==> src/hw/rtl/pcad_pkg.sv <==
// ----------------------------------------------------------------------------
// pcad_pkg: shared types and constants
// Widths of the CORDIC and square-root datapath, the arctangent table and the
// record that moves from cell to cell.
// ----------------------------------------------------------------------------
package pcad_pkg;

	localparam int CW          = 44;  // CORDIC x/y, signed, 2^40 full scale
	localparam int NW          = 44;  // square-root radicand
	localparam int RW          = 26;  // square-root partial remainder
	localparam int ROOT_W      = 22;  // square-root result bits
	localparam int SQRT_DIGITS = 22;  // one radicand bit pair per cell
	localparam int SAT_BIT     = 17;  // |dx| or |dy| at or above 2^17 saturates

	localparam logic [15:0] ANGLE_FULL = 16'd46080;      // 360 deg in 1/128 deg
	localparam logic [31:0] HALF_TURN  = 32'h8000_0000;  // 180 deg, binary angle
	localparam logic [20:0] DIST_MAX   = 21'h1F_FFFF;

	// round(atan(2^-i) * 2^32 / 2pi)
	localparam logic [31:0] ATAN_TAB [32] = '{
		32'h20000000, 32'h12E4051E, 32'h09FB385B, 32'h051111D4,
		32'h028B0D43, 32'h0145D7E1, 32'h00A2F61E, 32'h00517C55,
		32'h0028BE53, 32'h00145F2F, 32'h000A2F98, 32'h000517CC,
		32'h00028BE6, 32'h000145F3, 32'h0000A2FA, 32'h0000517D,
		32'h000028BE, 32'h0000145F, 32'h00000A30, 32'h00000518,
		32'h0000028C, 32'h00000146, 32'h000000A3, 32'h00000051,
		32'h00000029, 32'h00000014, 32'h0000000A, 32'h00000005,
		32'h00000003, 32'h00000001, 32'h00000001, 32'h00000000
	};

	typedef struct packed {
		logic signed [CW-1:0] x;
		logic signed [CW-1:0] y;
		logic [31:0]          acc;
		logic [NW-1:0]        n;
		logic [RW-1:0]        rem;
		logic [ROOT_W-1:0]    root;
		logic                 sat;
		logic                 zero;
		logic                 action;
	} cell_data_t;

endpackage

==> src/hw/rtl/point_polar_angle_distance.sv <==
// ----------------------------------------------------------------------------
// point_polar_angle_distance: polar angle and distance of a point
// Rectangular-to-polar conversion of (point - reference) by a chain of
// CORDIC vectoring cells, with a digit-by-digit square root for the length
// riding along in the same cells.
// ----------------------------------------------------------------------------
//
//  channel  handshake            payload
//  -------  -------------------  ------------------------------------------
//  pt       pt_valid / pt_stall  action, point_x, point_y, ref_x, ref_y
//  res      res_valid/res_stall  angle_deg (1/128 deg), distance (1/16 unit)
//
// One beat in per cycle and one beat out per cycle while the result channel
// is not stalled. The chain has three front stages, one cell per CORDIC
// rotation or square-root digit pair, and two output stages.
// Each stage holds its beat only while the next one holds and the result is
// stalled, so bubbles collapse and pt_stall rises only with a full chain.
// arst_n clears the valid flags only; payload registers are not reset.
//
// Angle: 32-bit binary angle, rounded to 1/128 degree, 360 wraps to 0.
// A zero difference gives 0 (or 180 deg with action set), distance 0.
// Distance saturates at 2^21-1 when |dx| or |dy| reaches 2^17.

module point_polar_angle_distance
	import pcad_pkg::*;
#(
	parameter int COORD_BITS    = 16,
	parameter int CORDIC_STAGES = 20
) (
	input  logic                         clk,
	input  logic                         arst_n,
	input  logic                         pt_valid,
	output logic                         pt_stall,
	input  logic                         action,
	input  logic signed [COORD_BITS-1:0] point_x,
	input  logic signed [COORD_BITS-1:0] point_y,
	input  logic signed [COORD_BITS-1:0] ref_x,
	input  logic signed [COORD_BITS-1:0] ref_y,
	output logic                         res_valid,
	input  logic                         res_stall,
	output logic [15:0]                  angle_deg,
	output logic [20:0]                  distance
);

	// cells needed: whichever of the rotations and root digits is longer
	localparam int N = (CORDIC_STAGES > SQRT_DIGITS) ? CORDIC_STAGES : SQRT_DIGITS;

	logic       chain_valid [N+1];
	logic       chain_stall [N+1];
	cell_data_t chain_data  [N+1];

	pcad_front #(
		.COORD_BITS(COORD_BITS)
	) u_front (
		.clk      (clk),
		.arst_n   (arst_n),
		.pt_valid (pt_valid),
		.pt_stall (pt_stall),
		.action   (action),
		.point_x  (point_x),
		.point_y  (point_y),
		.ref_x    (ref_x),
		.ref_y    (ref_y),
		.dn_valid (chain_valid[0]),
		.dn_data  (chain_data[0]),
		.dn_stall (chain_stall[0])
	);

	// the chain: cell k does rotation k if k < CORDIC_STAGES and root digit pair k if k < SQRT_DIGITS
	for (genvar k = 0; k < N; k++) begin : g_cell
		pcad_cell #(
			.IDX           (k),
			.CORDIC_STAGES (CORDIC_STAGES)
		) u_cell (
			.clk      (clk),
			.arst_n   (arst_n),
			.up_valid (chain_valid[k]),
			.up_data  (chain_data[k]),
			.up_stall (chain_stall[k]),
			.dn_valid (chain_valid[k+1]),
			.dn_data  (chain_data[k+1]),
			.dn_stall (chain_stall[k+1])
		);
	end

	pcad_back u_back (
		.clk       (clk),
		.arst_n    (arst_n),
		.up_valid  (chain_valid[N]),
		.up_data   (chain_data[N]),
		.up_stall  (chain_stall[N]),
		.res_valid (res_valid),
		.res_stall (res_stall),
		.angle_deg (angle_deg),
		.distance  (distance)
	);

	// input side backs up only behind a stalled, occupied output
	a_stall_from_output: assert property (@(posedge clk) disable iff (!arst_n)
		pt_stall |-> (res_valid && res_stall))
		else $error("pt_stall without a stalled result beat");

	// last cell is held only while the result channel is stalled
	a_chain_hold: assert property (@(posedge clk) disable iff (!arst_n)
		chain_stall[N] |-> res_stall)
		else $error("chain held with result channel free");

	// wrap of 360 deg to 0 must have happened
	a_angle_range: assert property (@(posedge clk) disable iff (!arst_n)
		res_valid |-> (angle_deg < ANGLE_FULL))
		else $error("angle_deg out of range");

endmodule

==> src/hw/rtl/pcad_front.sv <==
// ----------------------------------------------------------------------------
// pcad_front: difference, scaling and radicand
// Three stages: point minus reference; CORDIC start vector and squares;
// radicand 256*(dx^2+dy^2).
// ----------------------------------------------------------------------------
module pcad_front
	import pcad_pkg::*;
#(
	parameter int COORD_BITS = 16
) (
	input  logic                         clk,
	input  logic                         arst_n,
	input  logic                         pt_valid,
	output logic                         pt_stall,
	input  logic                         action,
	input  logic signed [COORD_BITS-1:0] point_x,
	input  logic signed [COORD_BITS-1:0] point_y,
	input  logic signed [COORD_BITS-1:0] ref_x,
	input  logic signed [COORD_BITS-1:0] ref_y,
	output logic                         dn_valid,
	output cell_data_t                   dn_data,
	input  logic                         dn_stall
);

	localparam int DW = COORD_BITS + 1;
	localparam int SH = 40 - COORD_BITS;
	localparam int AW = (DW > SAT_BIT + 1) ? DW : SAT_BIT + 1;

	// stage 1
	logic                 valid_s1, action_s1;
	logic signed [DW-1:0] dx_s1, dy_s1;
	// stage 2
	logic                 valid_s2, action_s2, sat_s2, zero_s2;
	logic signed [CW-1:0] x_s2, y_s2;
	logic [31:0]          acc_s2;
	logic [2*SAT_BIT-1:0] sqx_s2, sqy_s2;
	// stage 3
	logic                 valid_s3;
	cell_data_t           data_s3;

	logic                 stall_s1, stall_s2, stall_s3;
	logic signed [CW-1:0] xe, ye, xsc, ysc;
	logic signed [AW-1:0] dxw, dyw;
	logic [AW-1:0]        ax, ay;
	logic                 neg;
	logic [2*SAT_BIT:0]   sq_sum;

	assign stall_s3 = valid_s3 & dn_stall;
	assign stall_s2 = valid_s2 & stall_s3;
	assign stall_s1 = valid_s1 & stall_s2;
	assign pt_stall = stall_s1;

	always_comb begin
		xe  = CW'(dx_s1);
		ye  = CW'(dy_s1);
		xsc = xe <<< SH;
		ysc = ye <<< SH;
		neg = dx_s1[DW-1];
		dxw = AW'(dx_s1);
		dyw = AW'(dy_s1);
		ax  = dx_s1[DW-1] ? AW'(-dxw) : AW'(dxw);
		ay  = dy_s1[DW-1] ? AW'(-dyw) : AW'(dyw);
		sq_sum = (2*SAT_BIT+1)'(sqx_s2) + (2*SAT_BIT+1)'(sqy_s2);
	end

	always_ff @(posedge clk or negedge arst_n) begin
		if (!arst_n) begin
			valid_s1 <= 1'b0;
			valid_s2 <= 1'b0;
			valid_s3 <= 1'b0;
		end else begin
			if (!stall_s1) valid_s1 <= pt_valid;
			if (!stall_s2) valid_s2 <= valid_s1;
			if (!stall_s3) valid_s3 <= valid_s2;
		end
	end

	always_ff @(posedge clk) begin
		if (!stall_s1 && pt_valid) begin
			dx_s1     <= DW'(point_x) - DW'(ref_x);
			dy_s1     <= DW'(point_y) - DW'(ref_y);
			action_s1 <= action;
		end
		if (!stall_s2 && valid_s1) begin
			// fold left half-plane onto the right, start at 180 deg
			x_s2      <= neg ? -xsc : xsc;
			y_s2      <= neg ? -ysc : ysc;
			acc_s2    <= neg ? HALF_TURN : 32'd0;
			sat_s2    <= (ax >> SAT_BIT) != '0 || (ay >> SAT_BIT) != '0;
			zero_s2   <= (dx_s1 == '0) && (dy_s1 == '0);
			action_s2 <= action_s1;
			sqx_s2    <= ax[SAT_BIT-1:0] * ax[SAT_BIT-1:0];
			sqy_s2    <= ay[SAT_BIT-1:0] * ay[SAT_BIT-1:0];
		end
		if (!stall_s3 && valid_s2) begin
			data_s3.x      <= x_s2;
			data_s3.y      <= y_s2;
			data_s3.acc    <= acc_s2;
			data_s3.n      <= sat_s2 ? '0 : NW'({sq_sum, 8'd0});
			data_s3.rem    <= '0;
			data_s3.root   <= '0;
			data_s3.sat    <= sat_s2;
			data_s3.zero   <= zero_s2;
			data_s3.action <= action_s2;
		end
	end

	assign dn_valid = valid_s3;
	assign dn_data  = data_s3;

endmodule

==> src/hw/rtl/pcad_cell.sv <==
// ----------------------------------------------------------------------------
// pcad_cell: one link of the chain
// One CORDIC vectoring rotation and one square-root digit per cell, each only
// while IDX is below its limit, then a register that hands the record to the next cell.
// ----------------------------------------------------------------------------
module pcad_cell
	import pcad_pkg::*;
#(
	parameter int IDX           = 0,
	parameter int CORDIC_STAGES = 20
) (
	input  logic       clk,
	input  logic       arst_n,
	input  logic       up_valid,
	input  cell_data_t up_data,
	output logic       up_stall,
	output logic       dn_valid,
	output cell_data_t dn_data,
	input  logic       dn_stall
);

	logic                 valid_s1;
	cell_data_t           data_s1, nxt;
	logic signed [CW-1:0] xs, ys;
	logic [RW-1:0]        rem2, trial;

	assign up_stall = valid_s1 & dn_stall;

	always_comb begin
		nxt   = up_data;
		xs    = up_data.x >>> IDX;
		ys    = up_data.y >>> IDX;
		rem2  = {up_data.rem[RW-3:0], up_data.n[NW-1 -: 2]};
		trial = RW'({up_data.root, 2'b01});
		if (IDX < CORDIC_STAGES) begin
			if (!up_data.y[CW-1]) begin
				nxt.x   = up_data.x + ys;
				nxt.y   = up_data.y - xs;
				nxt.acc = up_data.acc + ATAN_TAB[5'(IDX)];
			end else begin
				nxt.x   = up_data.x - ys;
				nxt.y   = up_data.y + xs;
				nxt.acc = up_data.acc - ATAN_TAB[5'(IDX)];
			end
		end
		if (IDX < SQRT_DIGITS) begin
			nxt.n = up_data.n << 2;
			if (rem2 >= trial) begin
				nxt.rem  = rem2 - trial;
				nxt.root = {up_data.root[ROOT_W-2:0], 1'b1};
			end else begin
				nxt.rem  = rem2;
				nxt.root = {up_data.root[ROOT_W-2:0], 1'b0};
			end
		end
	end

	always_ff @(posedge clk or negedge arst_n) begin
		if (!arst_n) begin
			valid_s1 <= 1'b0;
		end else if (!up_stall) begin
			valid_s1 <= up_valid;
		end
	end

	always_ff @(posedge clk) begin
		if (!up_stall && up_valid) begin
			data_s1 <= nxt;
		end
	end

	assign dn_valid = valid_s1;
	assign dn_data  = data_s1;

endmodule

==> src/hw/rtl/pcad_back.sv <==
// ----------------------------------------------------------------------------
// pcad_back: result formatting
// Binary angle to 1/128 degree with rounding and wrap, distance rounding and
// saturation, and the output register.
// ----------------------------------------------------------------------------
module pcad_back
	import pcad_pkg::*;
(
	input  logic        clk,
	input  logic        arst_n,
	input  logic        up_valid,
	input  cell_data_t  up_data,
	output logic        up_stall,
	output logic        res_valid,
	input  logic        res_stall,
	output logic [15:0] angle_deg,
	output logic [20:0] distance
);

	logic              valid_s1, valid_s2, sat_s1;
	logic [47:0]       prod_s1;
	logic [ROOT_W:0]   dist_s1;
	logic [15:0]       angle_s2;
	logic [20:0]       dist_s2;
	logic              stall_s1, stall_s2;
	logic [31:0]       acc_a;
	logic [ROOT_W:0]   rnd;
	logic [47:0]       prod_r;
	logic [15:0]       ang;

	assign stall_s2 = valid_s2 & res_stall;
	assign stall_s1 = valid_s1 & stall_s2;
	assign up_stall = stall_s1;

	always_comb begin
		// a zero difference has no direction: force 0 deg before the action turn
		acc_a  = (up_data.zero ? 32'd0 : up_data.acc) +
		         (up_data.action ? HALF_TURN : 32'd0);
		rnd    = (ROOT_W+1)'(up_data.root) +
		         (ROOT_W+1)'(up_data.rem > RW'(up_data.root));
		prod_r = prod_s1 + 48'(HALF_TURN);
		ang    = prod_r[47:32];
	end

	always_ff @(posedge clk or negedge arst_n) begin
		if (!arst_n) begin
			valid_s1 <= 1'b0;
			valid_s2 <= 1'b0;
		end else begin
			if (!stall_s1) valid_s1 <= up_valid;
			if (!stall_s2) valid_s2 <= valid_s1;
		end
	end

	always_ff @(posedge clk) begin
		if (!stall_s1 && up_valid) begin
			prod_s1 <= 48'(acc_a) * 48'(ANGLE_FULL);
			dist_s1 <= rnd;
			sat_s1  <= up_data.sat;
		end
		if (!stall_s2 && valid_s1) begin
			angle_s2 <= (ang == ANGLE_FULL) ? 16'd0 : ang;
			dist_s2  <= (sat_s1 || dist_s1 > (ROOT_W+1)'(DIST_MAX)) ? DIST_MAX
			            : dist_s1[20:0];
		end
	end

	assign res_valid = valid_s2;
	assign angle_deg = angle_s2;
	assign distance  = dist_s2;

endmodule

==> config.mk <==
export PLATFORM = sky130hd
export DESIGN_NAME = point_polar_angle_distance
export DESIGN_NICKNAME = d
export VERILOG_FILES = /design/src/hw/rtl/pcad_pkg.sv /design/src/hw/rtl/point_polar_angle_distance.sv /design/src/hw/rtl/pcad_front.sv /design/src/hw/rtl/pcad_cell.sv /design/src/hw/rtl/pcad_back.sv
export SDC_FILE = /design/constraint.sdc
export NUM_CORES = 2
export LEC_CHECK = 0
export ABC_CLOCK_PERIOD_IN_PS = 9450
export BUFFER_PORTS_ARGS = -buffer_cell sky130_fd_sc_hd__buf_2
export CAP_MARGIN = 40
export CORE_MARGIN = 2
export CORE_UTILIZATION = 35
export DETAILED_ROUTE_END_ITERATION = 7
export PLACE_DENSITY = 0.52
export SYNTH_ARGS = -nofsm -noshare
export SYNTH_HDL_FRONTEND = slang
export SYNTH_SLANG_ARGS = --single-unit
==> constraint.sdc <==
create_clock -name clk -period 9.45 [get_ports clk]
set_input_delay 0.945 -clock clk [delete_from_list [all_inputs] [get_ports clk]]
set_output_delay 0.945 -clock clk [all_outputs]
set_load 0.02 [all_outputs]
==> flow_metrics.tcl <==
set metrics [dict create \
    port_buffers 95 \
    timing.setup.tns_ns 0 \
    min_period_over_period_pct 91.5 \
    gp_congestion 0.851 \
    cts_setup_buffers 0 \
    yosys_register_bits 1306 \
    dieArea_sq_mm 0.229 \
    synth_area_leaders "edfxtp_1 49%, fa_1 10%, ha_1 9.0%" \
    fillers 21628 \
    synth_ff_type "edfxtp_1" \
    critical_path_arrival_ns 9.15 \
    drv_cap 0 \
    hold_ws_ns 0.138 \
    fin_crit_ns 8.64 \
    yosysMostFrequentCell "edfxtp_1" \
    synth_edf_count 1279 \
    routed_via_density 4.76 \
    wl_per_cell_microns 15.8 \
    drc 0 \
    finalWirelength_microns 160000 \
    status "finished clean" \
    cts_buffers 145 \
    nets 8055 \
    synth_top_area_share_pct 48.8 \
    grt_start_max_net_pins 60 \
    grt_overflow 0 \
    stdcell_count 10141 \
    synth.distinct_cells 90 \
    clock-sinks 1306 \
    grt_pass1_vias 50175 \
    avgSynthCellArea_sq_um 11.6 \
    grtUsageTotal_pct 14.1 \
    vias 48295 \
    placedCellCount 9871 \
    synthAdderAreaFrac_pct 19.0 \
    critical_path_class "reg -> reg" \
    crit_path_end_kind "flop" \
    hold_viol_final 0 \
    path_clk_slew_ns 0.06 \
    fmax_ghz 0.116 \
    crit_cells 29 \
    yosysTopAreaCell "edfxtp_1" \
    rows 174 \
    synth-async-reset-ratio_pct 2.07 \
    initialDrtViolationCount 2553 \
    cp_top_family "adder cells" \
    insertion_delay_ns 0.78 \
    synth_common_cells "1279 x edfxtp_1, 988 x inv_1, 566 x ha_1, 495 x nand2_1, 484 x nor2_1" \
    slowest_delay_ns 0.58 \
    synth-compound-area-share_pct 8.46 \
    ys_seq_area_share_pct 49.6 \
    synth_top_family_by_area "adder cells" \
    synth-xor-area-share_pct 5.92 \
    core_area_sq_mm 0.224 \
    relSlewSlack_pct 42.7 \
    die_w_microns 478 \
    r2r_cells 29 \
    die_height_microns 478 \
    dp_hpwl_microns 124000 \
    htree_levels 4 \
    initial_core_util_pct 35.1 \
    crit_top_cell "inv_1" \
    synth_simple_gate_area_share_pct 10.8 \
    worst_pin_slew_ns 0.860 \
    setup-violations-final 0 \
    yosysWarnings 0 \
    grt_setup_unrepaired "no" \
    cp-start-kind "flop" \
    grt_pass1_wl_microns 261000 \
    cts_hold_buf 0 \
    syn_inst 6786 \
    netlist_area_sq_mm 0.0788 \
    hold_path_class "in -> async" \
    pin_count 108 \
    root_buffer "clkbuf_16" \
    clockBufferDepth 3 \
    crit_fanout 11 \
    antenna_found_initial 2 \
    crit_buf_inv 7 \
    synthMuxAreaShare_pct 0.739 \
    fin_skew_ns 0.0245 \
    cts_tree "built" \
    firstDrtPassIters 5 \
    crit_slowest_cell "or4_1" \
    final_layout_size_suffix_gt1_share_pct 7.35 \
    slew_viol_final 0 \
    ctsResizeCount 0 \
    cp.required_ns 9.95 \
    area_growth_pct 11.9 \
    drtAntennaViolNets 0 \
]
-- per-stage QoR --
step	cell area (sq um)	worst slack (ns)	util [%]
4_1_cts	88100	0.610	39.3
5_1_grt	88100	0.172	39.3
3_5_place_dp	83500	0.627	37.2
3_3_place_gp	83200	0.826	37.1
6_report	88100	0.806	39.3
2_1_floorplan	78900	1.41	-
-- worst register-to-register path: cells and delay by family (launching register included) --
family	cells	cell delay, ns
flops	1	0.42
xor+xnor	2	0.42
simple gates	4	1.40
fa+ha+maj	7	3.18
compound gates	9	2.10
buf+inv	7	0.85
-- kinds of logic after synthesis --
kind of cell               count (synthesis)
adders and majority gates                960
muxes                                     52
other                                      2
AOI/OAI and AO/OA                       1048
xor gates and xnor gates                 532
and+or+nand+nor                         1773
buffers and inverters                   1113
DFF                                     1306
-- cells in the final DEF, fill, tap and decap left out, drive strengths merged, types with 172 or more instances in the layout --
cell,n
xor2,238
ha,566
clkbuf,186
a21oi,316
inv,1001
nand2,495
buf,172
edfxtp,1279
xnor2,294
fa,394
nor2,484
o21ai,246
-- layer usage --
layer | global-route usage (%) | up-vias | wire length (microns)
met1 | 16.8 | 23439 | 67400
li1 | - | 23981 | -
met4 | 4.13 | 0 | 4130
met2 | 25.9 | 652 | 83400
met5 | 0 | - | 0
met3 | 2.09 | 223 | 5000
-- final cells by class --
type | instances | area, sq um | share of cell area (%)
Inverter | 997 | 3740 | 4.25
Tap cell | 2992 | 3740 | 4.25
Timing Repair Buffer | 173 | 1220 | 1.39
Multi-Input combinational cell | 4403 | 35700 | 40.5
Clock buffer | 186 | 3840 | 4.36
Antenna cell | 2 | 5.00 | 0.00568
Sequential cell | 1306 | 39100 | 44.3
Clock inverter | 82 | 792 | 0.898
-- flip-flops by register name, summed over array words and instances, names as in the netlist, 17 cells and up --
signal and count:
u_front.dx_s1 17, u_front.sqx_s2 33, g_cell.u_cell.dn_data 1092, u_front.dn_data 37, u_back.dist_s1 23, u_back.distance 21, g_cell.u_cell.dn_valid 22, u_front.dy_s1 17
u_front.sqy_s2 33
-- path summary, 6_finish.rpt --
kind,startpoint,end,slack [ns]
min in group clk,action,u_front.action_s1,0.36
worst min-delay path,arst_n,g_cell[19].u_cell.dn_valid,0.14
max in group asynchronous,arst_n,u_front.valid_s1,9.09
worst max register to register,u_front.dx_s1[6],u_front.sqx_s2[33],0.81
worst max-delay path,u_front.dx_s1[6],u_front.sqx_s2[33],0.81
worst min register to register,g_cell[1].u_cell.dn_data[91],g_cell[2].u_cell.dn_data[93],0.41
Power is left out: the tool's default activity adds up to more than one toggle a clock period on the data nets, which glitch-free logic cannot reach.
